<file path="config.mk">
export PLATFORM = sky130hd
export DESIGN_NAME = calibrated_pid_heater_control_flat
export DESIGN_NICKNAME = d
export VERILOG_FILES = /design/src/cphc_pkg.sv /design/src/cphc_if.sv /design/src/calibrated_pid_heater_control.sv /design/src/cphc_regs.sv /design/src/cphc_ctrl.sv /design/src/cphc_dp.sv /design/src/flat_wrapper.sv
export SDC_FILE = /design/constraint.sdc
export NUM_CORES = 2
export LEC_CHECK = 0
export ABC_CLOCK_PERIOD_IN_PS = 12600
export BUFFER_PORTS_ARGS = -buffer_cell sky130_fd_sc_hd__buf_4
export CAP_MARGIN = 20
export CORE_ASPECT_RATIO = 0.75
export CORE_MARGIN = 5
export CORE_UTILIZATION = 62
export CTS_CLUSTER_SIZE = 40
export DETAILED_ROUTE_END_ITERATION = 12
export GPL_ROUTABILITY_DRIVEN = 0
export PLACE_DENSITY = 0.92
export RECOVER_POWER = 25
export SLEW_MARGIN = 10
export SYNTH_ARGS = -nofsm -noshare
export SYNTH_HDL_FRONTEND = slang
export SYNTH_SLANG_ARGS = --single-unit
</file>
<file path="constraint.sdc">
create_clock -name clk -period 12.6 [get_ports clk]
set_input_delay 1.26 -clock clk [delete_from_list [all_inputs] [get_ports clk]]
set_output_delay 1.26 -clock clk [all_outputs]
set_load 0.005 [all_outputs]
</file>
<file path="src/cphc_pkg.sv">
`timescale 1ns / 1ps
`default_nettype none
// ----------------------------------------------------------------------------
// cphc_pkg - shared types and constants of the calibrated heater controller
// Widths, fixed-point coefficients, register codes, control and status types.
// ----------------------------------------------------------------------------
package cphc_pkg;

	localparam int SAMPLE_BITS    = 12;
	localparam int COEF_FRAC_BITS = 8;

	localparam int ADC_W    = 12;
	localparam int TEMP_W   = 10;
	localparam int TARGET_W = 9;
	localparam int DUTY_W   = 12;

	localparam int X_W     = (SAMPLE_BITS > ADC_W) ? SAMPLE_BITS : ADC_W;
	localparam int DX_W    = X_W + 1;
	localparam int DY_W    = TEMP_W + 1;
	localparam int PROD_W  = DX_W + DY_W;
	localparam int MAG_W   = X_W + TEMP_W;
	localparam int CNT_W   = $clog2(MAG_W + 1);
	localparam int TS_W    = MAG_W + 2;
	localparam int ERR_W   = TEMP_W + 1;
	localparam int COEF_W  = COEF_FRAC_BITS + 4;
	localparam int MPROD_W = COEF_W + ERR_W;
	localparam int ACC_W   = 32;
	localparam int SUM_W   = ((MPROD_W > ACC_W) ? MPROD_W : ACC_W) + 2;
	localparam int WHOLE_W = ACC_W - COEF_FRAC_BITS;

	localparam int TEMP_MAX = (1 << TEMP_W) - 1;

	localparam int COEF_ONE = 1 << COEF_FRAC_BITS;
	localparam logic signed [COEF_W-1:0] COEF_A0 = COEF_W'((62 * COEF_ONE + 5) / 10);
	localparam logic signed [COEF_W-1:0] COEF_A1 = COEF_W'(-((54 * COEF_ONE + 5) / 10));
	localparam logic signed [COEF_W-1:0] COEF_A2 = COEF_W'((2 * COEF_ONE + 5) / 10);

	localparam int CFG_DATA_W = 32;
	localparam int CFG_ADDR_W = 5;
	localparam int REG_IDX_W  = 3;

	localparam logic [TEMP_W-1:0] RST_CAL_TEMP_ZERO  = TEMP_W'(25);
	localparam logic [ADC_W-1:0]  RST_CAL_ADC_ONE    = ADC_W'(1212);
	localparam logic [TEMP_W-1:0] RST_CAL_TEMP_ONE   = TEMP_W'(216);
	localparam logic [ADC_W-1:0]  RST_CAL_ADC_TWO    = ADC_W'(1696);
	localparam logic [TEMP_W-1:0] RST_CAL_TEMP_TWO   = TEMP_W'(308);
	localparam logic [ADC_W-1:0]  RST_CAL_ADC_THREE  = ADC_W'(2181);
	localparam logic [TEMP_W-1:0] RST_CAL_TEMP_THREE = TEMP_W'(390);
	localparam logic [DUTY_W-1:0] RST_DUTY_LIMIT     = DUTY_W'(1999);

	typedef enum logic [REG_IDX_W-1:0] {
		REG_CAL_TEMP_ZERO,
		REG_CAL_ADC_ONE,
		REG_CAL_TEMP_ONE,
		REG_CAL_ADC_TWO,
		REG_CAL_TEMP_TWO,
		REG_CAL_ADC_THREE,
		REG_CAL_TEMP_THREE,
		REG_DUTY_LIMIT
	} reg_idx_t;

	typedef struct packed {
		logic [TEMP_W-1:0] cal_temp_zero;
		logic [ADC_W-1:0]  cal_adc_one;
		logic [TEMP_W-1:0] cal_temp_one;
		logic [ADC_W-1:0]  cal_adc_two;
		logic [TEMP_W-1:0] cal_temp_two;
		logic [ADC_W-1:0]  cal_adc_three;
		logic [TEMP_W-1:0] cal_temp_three;
		logic [DUTY_W-1:0] duty_limit;
	} cphc_cfg_t;

	typedef enum logic [1:0] {
		MAC_ERR0,
		MAC_ERR1,
		MAC_ERR2
	} mac_sel_t;

	typedef struct packed {
		logic     load;
		logic     prod;
		logic     div_step;
		logic     temp;
		logic     mac;
		mac_sel_t mac_sel;
		logic     commit;
	} cphc_cmd_t;

	typedef struct packed {
		logic div_done;
	} cphc_status_t;

	typedef enum logic [2:0] {
		ST_IDLE,
		ST_PROD,
		ST_DIV,
		ST_MAC0,
		ST_MAC1,
		ST_MAC2,
		ST_COMMIT
	} state_t;

endpackage
`default_nettype wire

</file>
<file path="src/cphc_if.sv">
`timescale 1ns / 1ps
`default_nettype none
// ----------------------------------------------------------------------------
// cphc_if - request channels of the calibrated heater controller
// Sample request channel and result channel, valid/ready handshake.
// ----------------------------------------------------------------------------
interface cphc_in_if;
	logic                             valid;
	logic                             ready;
	logic [cphc_pkg::SAMPLE_BITS-1:0] sensor_sample;
	logic [cphc_pkg::TARGET_W-1:0]    target_temp;

	modport source (output valid, output sensor_sample, output target_temp, input ready);
	modport sink   (input valid, input sensor_sample, input target_temp, output ready);
endinterface

interface cphc_out_if;
	logic                          valid;
	logic                          ready;
	logic [cphc_pkg::TEMP_W-1:0]   measured_temp;
	logic [cphc_pkg::DUTY_W-1:0]   heater_duty;

	modport source (output valid, output measured_temp, output heater_duty, input ready);
	modport sink   (input valid, input measured_temp, input heater_duty, output ready);
endinterface
`default_nettype wire

</file>
<file path="src/calibrated_pid_heater_control.sv">
`timescale 1ns / 1ps
`default_nettype none
// ----------------------------------------------------------------------------
// calibrated_pid_heater_control - calibrated sensor to heater duty controller
// One request per control period: raw sample and target in, temperature and
// new duty out, through an incremental PID with saturating accumulator.
// ----------------------------------------------------------------------------
// usage
//   sample_in  request channel: sensor_sample, target_temp (valid/ready)
//   result_out result channel: measured_temp, heater_duty (valid/ready)
//   apb port   eight calibration and limit registers at byte address 4*i
// timing
//   one request is worked at a time; sample_in.ready is high only while
//   the sequencer is idle
//   a request runs from accept to result valid through segment select
//   in the accept cycle, product, 22 steps of the one-bit restoring divider
//   and a temperature step, three passes through the shared pid multiplier
//   and a commit
// stall
//   the result register holds while result_out.ready is low; the next
//   request is still accepted and worked, and its commit waits for the
//   result register to free up
// reset
//   registers go to their calibration defaults, accumulator and error
//   history to zero, no result is pending
// ----------------------------------------------------------------------------
module calibrated_pid_heater_control (
	input  logic                            clk,
	input  logic                            arst_n,
	input  logic                            psel,
	input  logic                            penable,
	input  logic                            pwrite,
	input  logic [cphc_pkg::CFG_ADDR_W-1:0] paddr,
	input  logic [cphc_pkg::CFG_DATA_W-1:0] pwdata,
	output logic [cphc_pkg::CFG_DATA_W-1:0] prdata,
	output logic                            pready,
	cphc_in_if.sink                         sample_in,
	cphc_out_if.source                      result_out
);

	cphc_pkg::cphc_cfg_t    cfg;
	cphc_pkg::cphc_cmd_t    cmd;
	cphc_pkg::cphc_status_t status;

	cphc_regs u_regs (
		.clk     (clk),
		.arst_n  (arst_n),
		.psel    (psel),
		.penable (penable),
		.pwrite  (pwrite),
		.paddr   (paddr),
		.pwdata  (pwdata),
		.prdata  (prdata),
		.pready  (pready),
		.cfg     (cfg)
	);

	cphc_ctrl u_ctrl (
		.clk       (clk),
		.arst_n    (arst_n),
		.in_valid  (sample_in.valid),
		.in_ready  (sample_in.ready),
		.out_valid (result_out.valid),
		.out_ready (result_out.ready),
		.cmd       (cmd),
		.status    (status)
	);

	cphc_dp u_dp (
		.clk           (clk),
		.arst_n        (arst_n),
		.cmd           (cmd),
		.status        (status),
		.cfg           (cfg),
		.sensor_sample (sample_in.sensor_sample),
		.target_temp   (sample_in.target_temp),
		.measured_temp (result_out.measured_temp),
		.heater_duty   (result_out.heater_duty)
	);

	a_busy_after_accept: assert property (@(posedge clk) disable iff (!arst_n)
		(sample_in.valid && sample_in.ready) |=> !sample_in.ready)
		else $error("request accepted while a request is in work");

	a_valid_from_commit: assert property (@(posedge clk) disable iff (!arst_n)
		$rose(result_out.valid) |-> $past(cmd.commit))
		else $error("result valid without a commit");

	a_commit_when_free: assert property (@(posedge clk) disable iff (!arst_n)
		cmd.commit |-> (!result_out.valid || result_out.ready))
		else $error("commit overwrote a pending result");

	a_single_command: assert property (@(posedge clk) disable iff (!arst_n)
		$onehot0({cmd.load, cmd.prod, cmd.div_step, cmd.temp, cmd.mac, cmd.commit}))
		else $error("more than one datapath command at once");

endmodule
`default_nettype wire

</file>
<file path="src/cphc_regs.sv">
`timescale 1ns / 1ps
`default_nettype none
// ----------------------------------------------------------------------------
// cphc_regs - configuration register file
// APB-style write and read access to calibration points and duty limit.
// ----------------------------------------------------------------------------
module cphc_regs (
	input  logic                            clk,
	input  logic                            arst_n,
	input  logic                            psel,
	input  logic                            penable,
	input  logic                            pwrite,
	input  logic [cphc_pkg::CFG_ADDR_W-1:0] paddr,
	input  logic [cphc_pkg::CFG_DATA_W-1:0] pwdata,
	output logic [cphc_pkg::CFG_DATA_W-1:0] prdata,
	output logic                            pready,
	output cphc_pkg::cphc_cfg_t             cfg
);

	cphc_pkg::cphc_cfg_t cfg_q;
	cphc_pkg::reg_idx_t  idx;
	logic                wr_en;

	assign idx    = cphc_pkg::reg_idx_t'(paddr[cphc_pkg::CFG_ADDR_W-1:2]);
	assign pready = 1'b1;
	assign wr_en  = psel & penable & pwrite;
	assign cfg    = cfg_q;

	always_ff @(posedge clk or negedge arst_n) begin
		if (!arst_n) begin
			cfg_q.cal_temp_zero  <= cphc_pkg::RST_CAL_TEMP_ZERO;
			cfg_q.cal_adc_one    <= cphc_pkg::RST_CAL_ADC_ONE;
			cfg_q.cal_temp_one   <= cphc_pkg::RST_CAL_TEMP_ONE;
			cfg_q.cal_adc_two    <= cphc_pkg::RST_CAL_ADC_TWO;
			cfg_q.cal_temp_two   <= cphc_pkg::RST_CAL_TEMP_TWO;
			cfg_q.cal_adc_three  <= cphc_pkg::RST_CAL_ADC_THREE;
			cfg_q.cal_temp_three <= cphc_pkg::RST_CAL_TEMP_THREE;
			cfg_q.duty_limit     <= cphc_pkg::RST_DUTY_LIMIT;
		end else if (wr_en) begin
			unique case (idx)
				cphc_pkg::REG_CAL_TEMP_ZERO:  cfg_q.cal_temp_zero  <= pwdata[cphc_pkg::TEMP_W-1:0];
				cphc_pkg::REG_CAL_ADC_ONE:    cfg_q.cal_adc_one    <= pwdata[cphc_pkg::ADC_W-1:0];
				cphc_pkg::REG_CAL_TEMP_ONE:   cfg_q.cal_temp_one   <= pwdata[cphc_pkg::TEMP_W-1:0];
				cphc_pkg::REG_CAL_ADC_TWO:    cfg_q.cal_adc_two    <= pwdata[cphc_pkg::ADC_W-1:0];
				cphc_pkg::REG_CAL_TEMP_TWO:   cfg_q.cal_temp_two   <= pwdata[cphc_pkg::TEMP_W-1:0];
				cphc_pkg::REG_CAL_ADC_THREE:  cfg_q.cal_adc_three  <= pwdata[cphc_pkg::ADC_W-1:0];
				cphc_pkg::REG_CAL_TEMP_THREE: cfg_q.cal_temp_three <= pwdata[cphc_pkg::TEMP_W-1:0];
				cphc_pkg::REG_DUTY_LIMIT:     cfg_q.duty_limit     <= pwdata[cphc_pkg::DUTY_W-1:0];
				default: ;
			endcase
		end
	end

	always_comb begin
		unique case (idx)
			cphc_pkg::REG_CAL_TEMP_ZERO:  prdata = cphc_pkg::CFG_DATA_W'(cfg_q.cal_temp_zero);
			cphc_pkg::REG_CAL_ADC_ONE:    prdata = cphc_pkg::CFG_DATA_W'(cfg_q.cal_adc_one);
			cphc_pkg::REG_CAL_TEMP_ONE:   prdata = cphc_pkg::CFG_DATA_W'(cfg_q.cal_temp_one);
			cphc_pkg::REG_CAL_ADC_TWO:    prdata = cphc_pkg::CFG_DATA_W'(cfg_q.cal_adc_two);
			cphc_pkg::REG_CAL_TEMP_TWO:   prdata = cphc_pkg::CFG_DATA_W'(cfg_q.cal_temp_two);
			cphc_pkg::REG_CAL_ADC_THREE:  prdata = cphc_pkg::CFG_DATA_W'(cfg_q.cal_adc_three);
			cphc_pkg::REG_CAL_TEMP_THREE: prdata = cphc_pkg::CFG_DATA_W'(cfg_q.cal_temp_three);
			cphc_pkg::REG_DUTY_LIMIT:     prdata = cphc_pkg::CFG_DATA_W'(cfg_q.duty_limit);
			default:                      prdata = '0;
		endcase
	end

endmodule
`default_nettype wire

</file>
<file path="src/cphc_ctrl.sv">
`timescale 1ns / 1ps
`default_nettype none
// ----------------------------------------------------------------------------
// cphc_ctrl - sequencer of the calibrated heater controller
// Steps the datapath through product, division, PID terms and commit.
// ----------------------------------------------------------------------------
module cphc_ctrl (
	input  logic                   clk,
	input  logic                   arst_n,
	input  logic                   in_valid,
	output logic                   in_ready,
	output logic                   out_valid,
	input  logic                   out_ready,
	output cphc_pkg::cphc_cmd_t    cmd,
	input  cphc_pkg::cphc_status_t status
);

	cphc_pkg::state_t state_q, state_d;
	logic             out_valid_q, out_valid_d;

	always_ff @(posedge clk or negedge arst_n) begin
		if (!arst_n) begin
			state_q     <= cphc_pkg::ST_IDLE;
			out_valid_q <= 1'b0;
		end else begin
			state_q     <= state_d;
			out_valid_q <= out_valid_d;
		end
	end

	always_comb begin
		state_d  = state_q;
		cmd      = '0;
		in_ready = 1'b0;
		unique case (state_q)
			cphc_pkg::ST_IDLE: begin
				in_ready = 1'b1;
				if (in_valid) begin
					cmd.load = 1'b1;
					state_d  = cphc_pkg::ST_PROD;
				end
			end
			cphc_pkg::ST_PROD: begin
				cmd.prod = 1'b1;
				state_d  = cphc_pkg::ST_DIV;
			end
			cphc_pkg::ST_DIV: begin
				if (status.div_done) begin
					cmd.temp = 1'b1;
					state_d  = cphc_pkg::ST_MAC0;
				end else begin
					cmd.div_step = 1'b1;
				end
			end
			cphc_pkg::ST_MAC0: begin
				cmd.mac     = 1'b1;
				cmd.mac_sel = cphc_pkg::MAC_ERR0;
				state_d     = cphc_pkg::ST_MAC1;
			end
			cphc_pkg::ST_MAC1: begin
				cmd.mac     = 1'b1;
				cmd.mac_sel = cphc_pkg::MAC_ERR1;
				state_d     = cphc_pkg::ST_MAC2;
			end
			cphc_pkg::ST_MAC2: begin
				cmd.mac     = 1'b1;
				cmd.mac_sel = cphc_pkg::MAC_ERR2;
				state_d     = cphc_pkg::ST_COMMIT;
			end
			cphc_pkg::ST_COMMIT: begin
				if (!out_valid_q || out_ready) begin
					cmd.commit = 1'b1;
					state_d    = cphc_pkg::ST_IDLE;
				end
			end
			default: state_d = cphc_pkg::ST_IDLE;
		endcase
	end

	always_comb begin
		if (cmd.commit) begin
			out_valid_d = 1'b1;
		end else if (out_ready) begin
			out_valid_d = 1'b0;
		end else begin
			out_valid_d = out_valid_q;
		end
	end

	assign out_valid = out_valid_q;

endmodule
`default_nettype wire

</file>
<file path="src/cphc_dp.sv">
`timescale 1ns / 1ps
`default_nettype none
// ----------------------------------------------------------------------------
// cphc_dp - datapath of the calibrated heater controller
// Segment select, interpolation product, restoring divider, PID multiply-
// accumulate with saturation, duty clamp and result registers.
// ----------------------------------------------------------------------------
module cphc_dp (
	input  logic                             clk,
	input  logic                             arst_n,
	input  cphc_pkg::cphc_cmd_t              cmd,
	output cphc_pkg::cphc_status_t           status,
	input  cphc_pkg::cphc_cfg_t              cfg,
	input  logic [cphc_pkg::SAMPLE_BITS-1:0] sensor_sample,
	input  logic [cphc_pkg::TARGET_W-1:0]    target_temp,
	output logic [cphc_pkg::TEMP_W-1:0]      measured_temp,
	output logic [cphc_pkg::DUTY_W-1:0]      heater_duty
);

	localparam int X_W     = cphc_pkg::X_W;
	localparam int DX_W    = cphc_pkg::DX_W;
	localparam int DY_W    = cphc_pkg::DY_W;
	localparam int PROD_W  = cphc_pkg::PROD_W;
	localparam int MAG_W   = cphc_pkg::MAG_W;
	localparam int CNT_W   = cphc_pkg::CNT_W;
	localparam int TS_W    = cphc_pkg::TS_W;
	localparam int TEMP_W  = cphc_pkg::TEMP_W;
	localparam int ERR_W   = cphc_pkg::ERR_W;
	localparam int COEF_W  = cphc_pkg::COEF_W;
	localparam int MPROD_W = cphc_pkg::MPROD_W;
	localparam int SUM_W   = cphc_pkg::SUM_W;
	localparam int ACC_W   = cphc_pkg::ACC_W;
	localparam int WHOLE_W = cphc_pkg::WHOLE_W;
	localparam int DUTY_W  = cphc_pkg::DUTY_W;

	// captured request and segment
	logic [X_W-1:0]                  x_q, in0_q, in1_q;
	logic [TEMP_W-1:0]               out0_q, out1_q;
	logic [cphc_pkg::TARGET_W-1:0]   tgt_q;

	// divider
	logic [X_W-1:0]                  rem_q, den_q;
	logic [MAG_W-1:0]                quo_q;
	logic                            neg_q, den_zero_q;
	logic [CNT_W-1:0]                cnt_q;

	// pid
	logic [TEMP_W-1:0]               temp_q;
	logic signed [ERR_W-1:0]         err_q, e1_q, e2_q;
	logic signed [SUM_W-1:0]         sum_q;
	logic signed [ACC_W-1:0]         acc_q;

	// result registers
	logic [TEMP_W-1:0]               res_temp_q;
	logic [DUTY_W-1:0]               res_duty_q;

	logic [X_W-1:0]                  x_ext, a1, a2, a3;
	logic [X_W-1:0]                  seg_in0, seg_in1;
	logic [TEMP_W-1:0]               seg_out0, seg_out1;

	logic signed [DX_W-1:0]          dx, den;
	logic signed [DY_W-1:0]          dy;
	logic signed [PROD_W-1:0]        prod, prod_abs;
	logic signed [DX_W-1:0]          den_abs;

	logic [X_W:0]                    rem_sh, rem_sub;
	logic                            fits;

	logic signed [TS_W-1:0]          qs, t_full;
	logic [TEMP_W-1:0]               temp_c;
	logic signed [ERR_W-1:0]         err_d;

	logic signed [COEF_W-1:0]        coef;
	logic signed [ERR_W-1:0]         opd;
	logic signed [MPROD_W-1:0]       mprod;
	logic signed [SUM_W-1:0]         base, sum_d;

	logic [SUM_W-ACC_W:0]            upper;
	logic signed [ACC_W-1:0]         y_sat;
	logic [WHOLE_W-1:0]              whole;
	logic [DUTY_W-1:0]               duty_d;

	// segment choice
	assign x_ext = X_W'(sensor_sample);
	assign a1    = X_W'(cfg.cal_adc_one);
	assign a2    = X_W'(cfg.cal_adc_two);
	assign a3    = X_W'(cfg.cal_adc_three);

	always_comb begin
		if (x_ext <= a1) begin
			seg_in0  = '0;
			seg_in1  = a1;
			seg_out0 = cfg.cal_temp_zero;
			seg_out1 = cfg.cal_temp_one;
		end else if (x_ext <= a2) begin
			seg_in0  = a1;
			seg_in1  = a2;
			seg_out0 = cfg.cal_temp_one;
			seg_out1 = cfg.cal_temp_two;
		end else begin
			seg_in0  = a2;
			seg_in1  = a3;
			seg_out0 = cfg.cal_temp_two;
			seg_out1 = cfg.cal_temp_three;
		end
	end

	// interpolation product and divisor
	assign dx       = $signed({1'b0, x_q}) - $signed({1'b0, in0_q});
	assign den      = $signed({1'b0, in1_q}) - $signed({1'b0, in0_q});
	assign dy       = $signed({1'b0, out1_q}) - $signed({1'b0, out0_q});
	assign prod     = dx * dy;
	assign prod_abs = prod[PROD_W-1] ? -prod : prod;
	assign den_abs  = den[DX_W-1] ? -den : den;

	// one quotient bit per step
	assign rem_sh  = {rem_q, quo_q[MAG_W-1]};
	assign fits    = rem_sh >= {1'b0, den_q};
	assign rem_sub = rem_sh - {1'b0, den_q};

	assign status.div_done = (cnt_q == CNT_W'(MAG_W));

	// signed quotient, offset and clamp
	assign qs = neg_q ? -$signed({2'b00, quo_q}) : $signed({2'b00, quo_q});

	always_comb begin
		if (den_zero_q) begin
			t_full = $signed(TS_W'(out0_q));
		end else begin
			t_full = qs + $signed(TS_W'(out0_q));
		end
		if (t_full[TS_W-1]) begin
			temp_c = '0;
		end else if (t_full > $signed(TS_W'(cphc_pkg::TEMP_MAX))) begin
			temp_c = TEMP_W'(cphc_pkg::TEMP_MAX);
		end else begin
			temp_c = t_full[TEMP_W-1:0];
		end
	end

	assign err_d = $signed(ERR_W'(tgt_q)) - $signed(ERR_W'(temp_c));

	// shared multiplier for the three pid terms
	always_comb begin
		case (cmd.mac_sel)
			cphc_pkg::MAC_ERR0: begin
				coef = cphc_pkg::COEF_A0;
				opd  = err_q;
			end
			cphc_pkg::MAC_ERR1: begin
				coef = cphc_pkg::COEF_A1;
				opd  = e1_q;
			end
			cphc_pkg::MAC_ERR2: begin
				coef = cphc_pkg::COEF_A2;
				opd  = e2_q;
			end
			default: begin
				coef = '0;
				opd  = '0;
			end
		endcase
	end

	assign mprod = coef * opd;
	assign base  = (cmd.mac_sel == cphc_pkg::MAC_ERR0) ? SUM_W'(acc_q) : sum_q;
	assign sum_d = base + SUM_W'(mprod);

	// 32-bit saturation and duty clamp
	assign upper = sum_q[SUM_W-1:ACC_W-1];

	always_comb begin
		if ((upper == '0) || (upper == '1)) begin
			y_sat = sum_q[ACC_W-1:0];
		end else if (sum_q[SUM_W-1]) begin
			y_sat = {1'b1, {(ACC_W-1){1'b0}}};
		end else begin
			y_sat = {1'b0, {(ACC_W-1){1'b1}}};
		end
	end

	assign whole = y_sat[ACC_W-1:cphc_pkg::COEF_FRAC_BITS];

	always_comb begin
		if (y_sat[ACC_W-1] || (y_sat == '0)) begin
			duty_d = '0;
		end else if (whole > WHOLE_W'(cfg.duty_limit)) begin
			duty_d = cfg.duty_limit;
		end else begin
			duty_d = whole[DUTY_W-1:0];
		end
	end

	// controller state held in the datapath
	always_ff @(posedge clk or negedge arst_n) begin
		if (!arst_n) begin
			cnt_q <= '0;
			acc_q <= '0;
			e1_q  <= '0;
			e2_q  <= '0;
		end else begin
			if (cmd.prod) begin
				cnt_q <= '0;
			end else if (cmd.div_step) begin
				cnt_q <= cnt_q + CNT_W'(1);
			end
			if (cmd.commit) begin
				acc_q <= y_sat;
				e2_q  <= e1_q;
				e1_q  <= err_q;
			end
		end
	end

	// payload registers
	always_ff @(posedge clk) begin
		if (cmd.load) begin
			x_q    <= x_ext;
			tgt_q  <= target_temp;
			in0_q  <= seg_in0;
			in1_q  <= seg_in1;
			out0_q <= seg_out0;
			out1_q <= seg_out1;
		end
		if (cmd.prod) begin
			rem_q      <= '0;
			quo_q      <= prod_abs[MAG_W-1:0];
			den_q      <= den_abs[X_W-1:0];
			neg_q      <= prod[PROD_W-1] ^ den[DX_W-1];
			den_zero_q <= (den == '0);
		end else if (cmd.div_step) begin
			rem_q <= fits ? rem_sub[X_W-1:0] : rem_sh[X_W-1:0];
			quo_q <= {quo_q[MAG_W-2:0], fits};
		end
		if (cmd.temp) begin
			temp_q <= temp_c;
			err_q  <= err_d;
		end
		if (cmd.mac) begin
			sum_q <= sum_d;
		end
		if (cmd.commit) begin
			res_temp_q <= temp_q;
			res_duty_q <= duty_d;
		end
	end

	assign measured_temp = res_temp_q;
	assign heater_duty   = res_duty_q;

endmodule
`default_nettype wire
</file>
<file path="src/flat_wrapper.sv">
// flat-port wrapper written by rule: the top's interface ports become plain ports
module calibrated_pid_heater_control_flat 
  (clk, arst_n, psel, penable, pwrite, paddr, pwdata, prdata, pready, sample_in_valid, sample_in_sensor_sample, sample_in_target_temp, sample_in_ready, result_out_valid, result_out_measured_temp, result_out_heater_duty, result_out_ready);
  cphc_in_if sample_in_i ();
  cphc_out_if result_out_i ();
  input  logic clk;
  input  logic arst_n;
  input  logic psel;
  input  logic penable;
  input  logic pwrite;
  input  logic [cphc_pkg::CFG_ADDR_W-1:0] paddr;
  input  logic [cphc_pkg::CFG_DATA_W-1:0] pwdata;
  output logic [cphc_pkg::CFG_DATA_W-1:0] prdata;
  output logic pready;
  input wire logic [$bits(sample_in_i.valid)-1:0] sample_in_valid;
  input wire logic [$bits(sample_in_i.sensor_sample)-1:0] sample_in_sensor_sample;
  input wire logic [$bits(sample_in_i.target_temp)-1:0] sample_in_target_temp;
  output wire logic [$bits(sample_in_i.ready)-1:0] sample_in_ready;
  output wire logic [$bits(result_out_i.valid)-1:0] result_out_valid;
  output wire logic [$bits(result_out_i.measured_temp)-1:0] result_out_measured_temp;
  output wire logic [$bits(result_out_i.heater_duty)-1:0] result_out_heater_duty;
  input wire logic [$bits(result_out_i.ready)-1:0] result_out_ready;
  assign sample_in_i.valid = sample_in_valid;
  assign sample_in_i.sensor_sample = sample_in_sensor_sample;
  assign sample_in_i.target_temp = sample_in_target_temp;
  assign sample_in_ready = sample_in_i.ready;
  assign result_out_valid = result_out_i.valid;
  assign result_out_measured_temp = result_out_i.measured_temp;
  assign result_out_heater_duty = result_out_i.heater_duty;
  assign result_out_i.ready = result_out_ready;
  calibrated_pid_heater_control u_core (.clk(clk), .arst_n(arst_n), .psel(psel), .penable(penable), .pwrite(pwrite), .paddr(paddr), .pwdata(pwdata), .prdata(prdata), .pready(pready), .sample_in(sample_in_i), .result_out(result_out_i));
endmodule
</file>
## Word level (Yosys, flattened, before mapping)

Cells that the tools add are included.

- Logic and storage cells: 133
- Input bits: 65
- Register bits after elaboration: 341
- Output and inout port bits: 57

- Reduce and logical (&&, ||, !) cells: 21
- Magnitude comparators: 5
- $mul: 2
- Mux-type cells: 41
- $add $sub $neg: 11
- Equal/unequal tests: 20
- Bitwise logic cells: 3

Operators by type and width:

| cell | number |
|---|---|
| one-hot mux 32 bit (8 select lines) | 1 |
| two-way mux 12 bit | 6 |
| two-way mux 22 bit | 3 |
| two-way mux 32 bit | 2 |
| two-way mux 10 bit | 6 |
| two-way mux 24 bit | 2 |
| one-hot mux 12 bit (3 select lines) | 1 |
| adder 34 x 23 -> 34 bit | 1 |
| two-way mux 34 bit | 1 |
| one-hot mux 11 bit (3 select lines) | 1 |
| zero test 32 bit | 1 |
| subtractor 12 x 12 -> 13 bit | 2 |
| adder 24 x 11 -> 24 bit | 1 |
| == test 3 bit (second input constant) | 8 |
| > comparator 24 x 11 -> 1 bit (second input constant) | 1 |
| > comparator 24 x 12 -> 1 bit | 1 |
| less-or-equal comparator 12 bit | 2 |
| multiplier 13 x 11 -> 24 bit | 1 |
| negation 22 -> 24 bit | 1 |
| multiplier 12 x 11 -> 23 bit | 1 |
| negation 22 bit | 1 |
| one-hot mux 3 bit (7 select lines) | 1 |
| AND reduction 2 bit | 8 |
| >= comparator 13 x 12 -> 1 bit | 1 |
| 26 further kinds | 49 |

## Depth between registers and ports, before layout

- Depth after elaboration: 8
- Gate-level depth with buffers: 36
- Gate-level depth less buffers: 35

## By module

Synthesis repeated with hierarchy kept, for this count alone.

- Cells, all modules: 3261
- Area total of the unflattened synthesis: 32924.1 um^2

By module, submodules not included:

| module | area an instance (um^2) | cells each | times used |
|---|---|---|---|
| cphc_dp | 28412.2 | 2918 | 1 |
| cphc_regs | 4262.8 | 313 | 1 |
| cphc_ctrl | 249.0 | 30 | 1 |

## Worst setup path before layout

OpenSTA, ideal clock, no wires.

- Path type: register to register
- Start: register u_core.u_dp.x_q[0]
- End: register u_core.u_dp.quo_q[20] (data pin)
- Library setup time: 270 ps
- Slack: 4137 ps
- Buffers on the path: 1
- Required time: 12330 ps
- Cell stages (with the launch flop): 35
- Arrival: 8193 ps
- Period minus slack after synthesis: 8463 ps
- Cell sequence: edfxtp_1 > inv_1 > ha_1 > inv_1 > fa_1 > a21o_1 > a21oi_1 > o21ai_0 > a21oi_1 > o21bai_1 > a21oi_1 > o211ai_1 > a21o_1 > a21oi_1 > nand2_1 > fa_1 > inv_1 > fa_1 > fa_1 > fa_1 > inv_1 > fa_1 > inv_1 > ha_1 > a21o_1 > a21oi_1 > nand4b_1 > a21oi_1 > nor3_1 > o211a_1 > nor3_1 > clkbuf_1 > o41ai_1 > xnor2_1 > o21ai_0

- Longest elaborated chain between the ends: 5

Ends and longest elaborated chain:

| item | RTL line | RTL |
|---|---|---|
| from (decl) | cphc_dp.sv:37 | `logic [X_W-1:0] x_q, in0_q, in1_q;` |
| from (signal assigned) | cphc_dp.sv:218 | `x_q <= x_ext;` |
| subtractor 12 x 12 -> 13 bit (*) | cphc_dp.sv:109 | `assign dx = $signed({1'b0, x_q}) - $signed({1'b0, in0_q});` |
| multiplier 13 x 11 -> 24 bit (*) | cphc_dp.sv:112 | `assign prod = dx * dy;` |
| negation 22 bit | cphc_dp.sv:113 | `assign prod_abs = prod[PROD_W-1] ? -prod : prod;` |
| two-way mux 22 bit (*) | cphc_dp.sv:113 |  |
| two-way mux 22 bit (*) | cphc_dp.sv:225 | `if (cmd.prod) begin` |
| to (signal assigned) | cphc_dp.sv:227 | `quo_q <= prod_abs[MAG_W-1:0];` |
| to (signal assigned) | cphc_dp.sv:233 | `quo_q <= {quo_q[MAG_W-2:0], fits};` |
| to (decl) | cphc_dp.sv:43 | `logic [MAG_W-1:0] quo_q;` |

Every way passes the cells marked *; elsewhere a longest branch is shown, timed or not.
A chain may end at the register's enable or synchronous reset.

## Worst setup path in the final report

- Start: register u_core.u_dp.out0_q[1]
- End: register u_core.u_dp.quo_q[21] (data pin)

- Longest elaborated chain between the ends: 5

Ends and longest elaborated chain:

| item | RTL line | RTL |
|---|---|---|
| from (decl) | cphc_dp.sv:38 | `logic [TEMP_W-1:0] out0_q, out1_q;` |
| from (signal assigned) | cphc_dp.sv:222 | `out0_q <= seg_out0;` |
| subtractor 10 x 10 -> 11 bit (*) | cphc_dp.sv:111 | `assign dy = $signed({1'b0, out1_q}) - $signed({1'b0, out0_q});` |
| multiplier 13 x 11 -> 24 bit (*) | cphc_dp.sv:112 |  |
| negation 22 bit | cphc_dp.sv:113 |  |
| two-way mux 22 bit (*) | cphc_dp.sv:113 |  |
| two-way mux 22 bit (*) | cphc_dp.sv:225 |  |

Marks and branches as above.

==> reports/metrics.csv <==
metric,value,unit
NumNets Final,4071,
DRT iter0 DRCs,3383,
CTS sink cnt,341,
total congestion overflow,0,
Post-DRT Antenna Nets,0,
Final Max Slew Viols,173,
HPWL after detailed placement,63670,um
via density per instance,6.204,
Post-Synth Adder-Cell Area,29.31,%
worst min path class,flop to flop,
Synth Area per Inst,9.503,um^2
vias in the first global route,26438,
Worst-Margin Slew,5.092,ns
Synth Area in XOR/XNOR,4.268,%
die area,0.05692,mm^2
CP arrival,9.76,ns
maxcap violations,3,
wire per inst,20.97,um
ys async rst share,44.28,%
fin crit period,9.521,ns
IO Port Bufs,78,
Met3 Wirelength,11360,um
Cells after Synth,3406,
status,finished with violations,
CTS Buffer Depth,3,
first-pass GRT wire length,140500,um
top routing layer used,met4,
drt first pass iters,9,
Worst path max stage delay,0.62,ns
I/O pin total,122,
simple-gate share of the synthesized area,13.03,%
"Setup Fix Bufs, Post-CTS",0,
RSZ-0062 raised after global routing,no,
core box area,0.05162,mm^2
crit start category,flop,
H-tree depth,2,
number of synthesized flops with an enable pin,178,
wire length on met1,33280,um
Slew headroom,-239.4,%
cts-stage hold buffer count,0,
Worst-path clk slew,0.06,ns
Initial Util,62.70,%
GRT Total Usage,30.64,%
TNS Setup,0,ns
Final Setup Violations,0,
vias,25841,
CTS buffer count,36,
f_max,105.0,MHz
detailed-route wire length,87340,um
mux cell area share after synthesis,4.790,%
worst path required time,12.83,ns
Critical Path End Type,flop,
top_reg_cell synth,edfxtp_1,
Layout Area Growth over Synthesis,7.542,%
Die Height,207.9,um
pin count of the biggest net entering global routing,93,
CP Class,flop to flop,
CTS resizes,0,
Die Span X,273.8,um
# rows,72,
routed wire length on met2,39000,um
placed insts,4095,
clk root buf,clkbuf_16,
"FF+latch count, synth",341,
layout cell share with drive strength beyond 1,8.584,%
failing checks,"max-capacitance violations, max-slew violations",
largest family of logic cells by synthesized area,adder cells,
"commonest non-fill, non-tap cell in the layout",inv_1,
register area share after synthesis,29.08,%
CTS tree,yes,
synth unique cells,87,
final hold vios,0,
post-route clock period utilization,75.57,%
Ys Warns,0,
DRC viols,0,
cell with the largest stage delay on the worst path,or4b_2,
post-synthesis compound-gate area fraction,11.26,%
crit-path max FO,14,
Clock Latency Late Sink,0.59,ns
Fin Clk Skew,0.05594,ns
synthesized area,0.03237,mm^2
initial antenna violation count,0,
fin cells,4165,
"commonest cells after routing, fill and taps aside","538 x inv_1, 486 x nand2_1, 307 x fa_1",
-- registers in the layout, indices dropped and copies added (netlist names), 12 cells and up --
name / flops
u_core.u_dp.quo_q: 22
u_core.u_dp.in1_q: 12
u_core.u_dp.x_q: 12
u_core.u_dp.in0_q: 12
u_core.u_dp.den_q: 12
u_core.u_dp.rem_q: 12
u_core.u_regs.cfg: 88
u_core.u_dp.heater_duty: 12
u_core.u_dp.acc_q: 32
u_core.u_dp.sum_q: 34
-- metal layers --
metal	GRT usage, %	up-vias
met2	47.81	1712
met1	41.33	12463
met4	10.03	0
met3	9.371	351
met5	0	-
li1	-	11315
-- per-stage QoR --
step / instance area [um^2] / setup slack, ns / util [%] / hold WS [ns]
3_5_place_dp: 33530 / 3.347 / 64.96 / 0.4056
6_report: 34810 / 3.079 / 67.43 / 0.4181
5_1_grt: 34800 / 2.567 / 67.42 / 0.4341
4_1_cts: 34870 / 3.191 / 67.56 / 0.4200
3_3_place_gp: 33510 / 3.590 / 64.92 / 0.4012
2_1_floorplan: 32450 / 4.137 / - / 0.4003
-- cells by family after synthesis --
logic type	after synthesis
compound gates	586
xor+xnor	156
fa+ha+maj	574
buf+inv	682
flops	341
mux	137
other cells	2
simple gates	928
-- cells in the mapped netlist, types with 19 or more instances --
| cell type | n | area [um^2] |
|---|---|---|
| ha_1 | 267 | 3341 |
| dfstp_2 | 38 | 998.5 |
| nor2_1 | 152 | 570.6 |
| a21o_1 | 55 | 412.9 |
| nand2b_1 | 27 | 168.9 |
| clkbuf_1 | 106 | 397.9 |
| o211ai_1 | 24 | 180.2 |
| mux2i_1 | 66 | 660.6 |
| or4_1 | 19 | 142.6 |
| xor2_1 | 45 | 394.1 |
| nand2_1 | 486 | 1824 |
| edfxtp_1 | 178 | 5345 |
| and2_1 | 39 | 244.0 |
| nor3_1 | 34 | 170.2 |
| o21a_1 | 34 | 255.2 |
| a21oi_1 | 121 | 605.6 |
| xnor2_1 | 110 | 963.4 |
| nor2b_1 | 36 | 225.2 |
| buf_4 | 22 | 165.2 |
| inv_1 | 537 | 2016 |
| fa_1 | 307 | 6146 |
| o21ai_0 | 211 | 1056 |
| mux2_2 | 63 | 709.4 |
| o31ai_1 | 19 | 142.6 |
| nand3_1 | 27 | 135.1 |
| nand4_1 | 20 | 125.1 |
| dfrtp_1 | 113 | 2828 |
| nor4_1 | 21 | 131.4 |
-- critical path: cells and delay by family, from the launching register on --
family / cells / cell delay [ns]
AO/OA/AOI/OAI: 10 / 2.34
AND/OR/NAND/NOR: 8 / 2.40
buffers and inverters: 5 / 0.55
flip-flops: 1 / 0.44
XOR/XNOR: 1 / 0.21
adder cells (fa/ha/maj): 7 / 3.28
-- area by class of cell --
| type | instances | area (um^2) |
|---|---|---|
| Tap cell | 703 | 879.6 |
| Antenna cell | 2 | 5.005 |
| Fill cell | 3389 | 16810 |
| Clock inverter | 21 | 315.3 |
| Multi-Input combinational cell | 2404 | 20410 |
| Timing Repair Buffer | 107 | 724.4 |
| Clock buffer | 45 | 1028 |
| Sequential cell | 341 | 9412 |
| Inverter | 542 | 2034 |
-- worst paths after layout --
check	from	endpoint	slack, ns	cells past startpoint
min	u_core.u_dp.temp_q[5]	u_core.u_dp.measured_temp[5]	0.42	0
min reg2reg	u_core.u_dp.temp_q[5]	u_core.u_dp.measured_temp[5]	0.42	0
max in group asynchronous	arst_n	u_core.u_regs.cfg[43]	7.24	1
min in group asynchronous	arst_n	u_core.u_regs.cfg[11]	2.54	1
max	u_core.u_dp.out0_q[1]	u_core.u_dp.quo_q[21]	3.08	31
max reg2reg	u_core.u_dp.out0_q[1]	u_core.u_dp.quo_q[21]	3.08	31
Power is not shown: default switching activity piles up to over one toggle a cycle in this logic, so the estimate is an artifact.
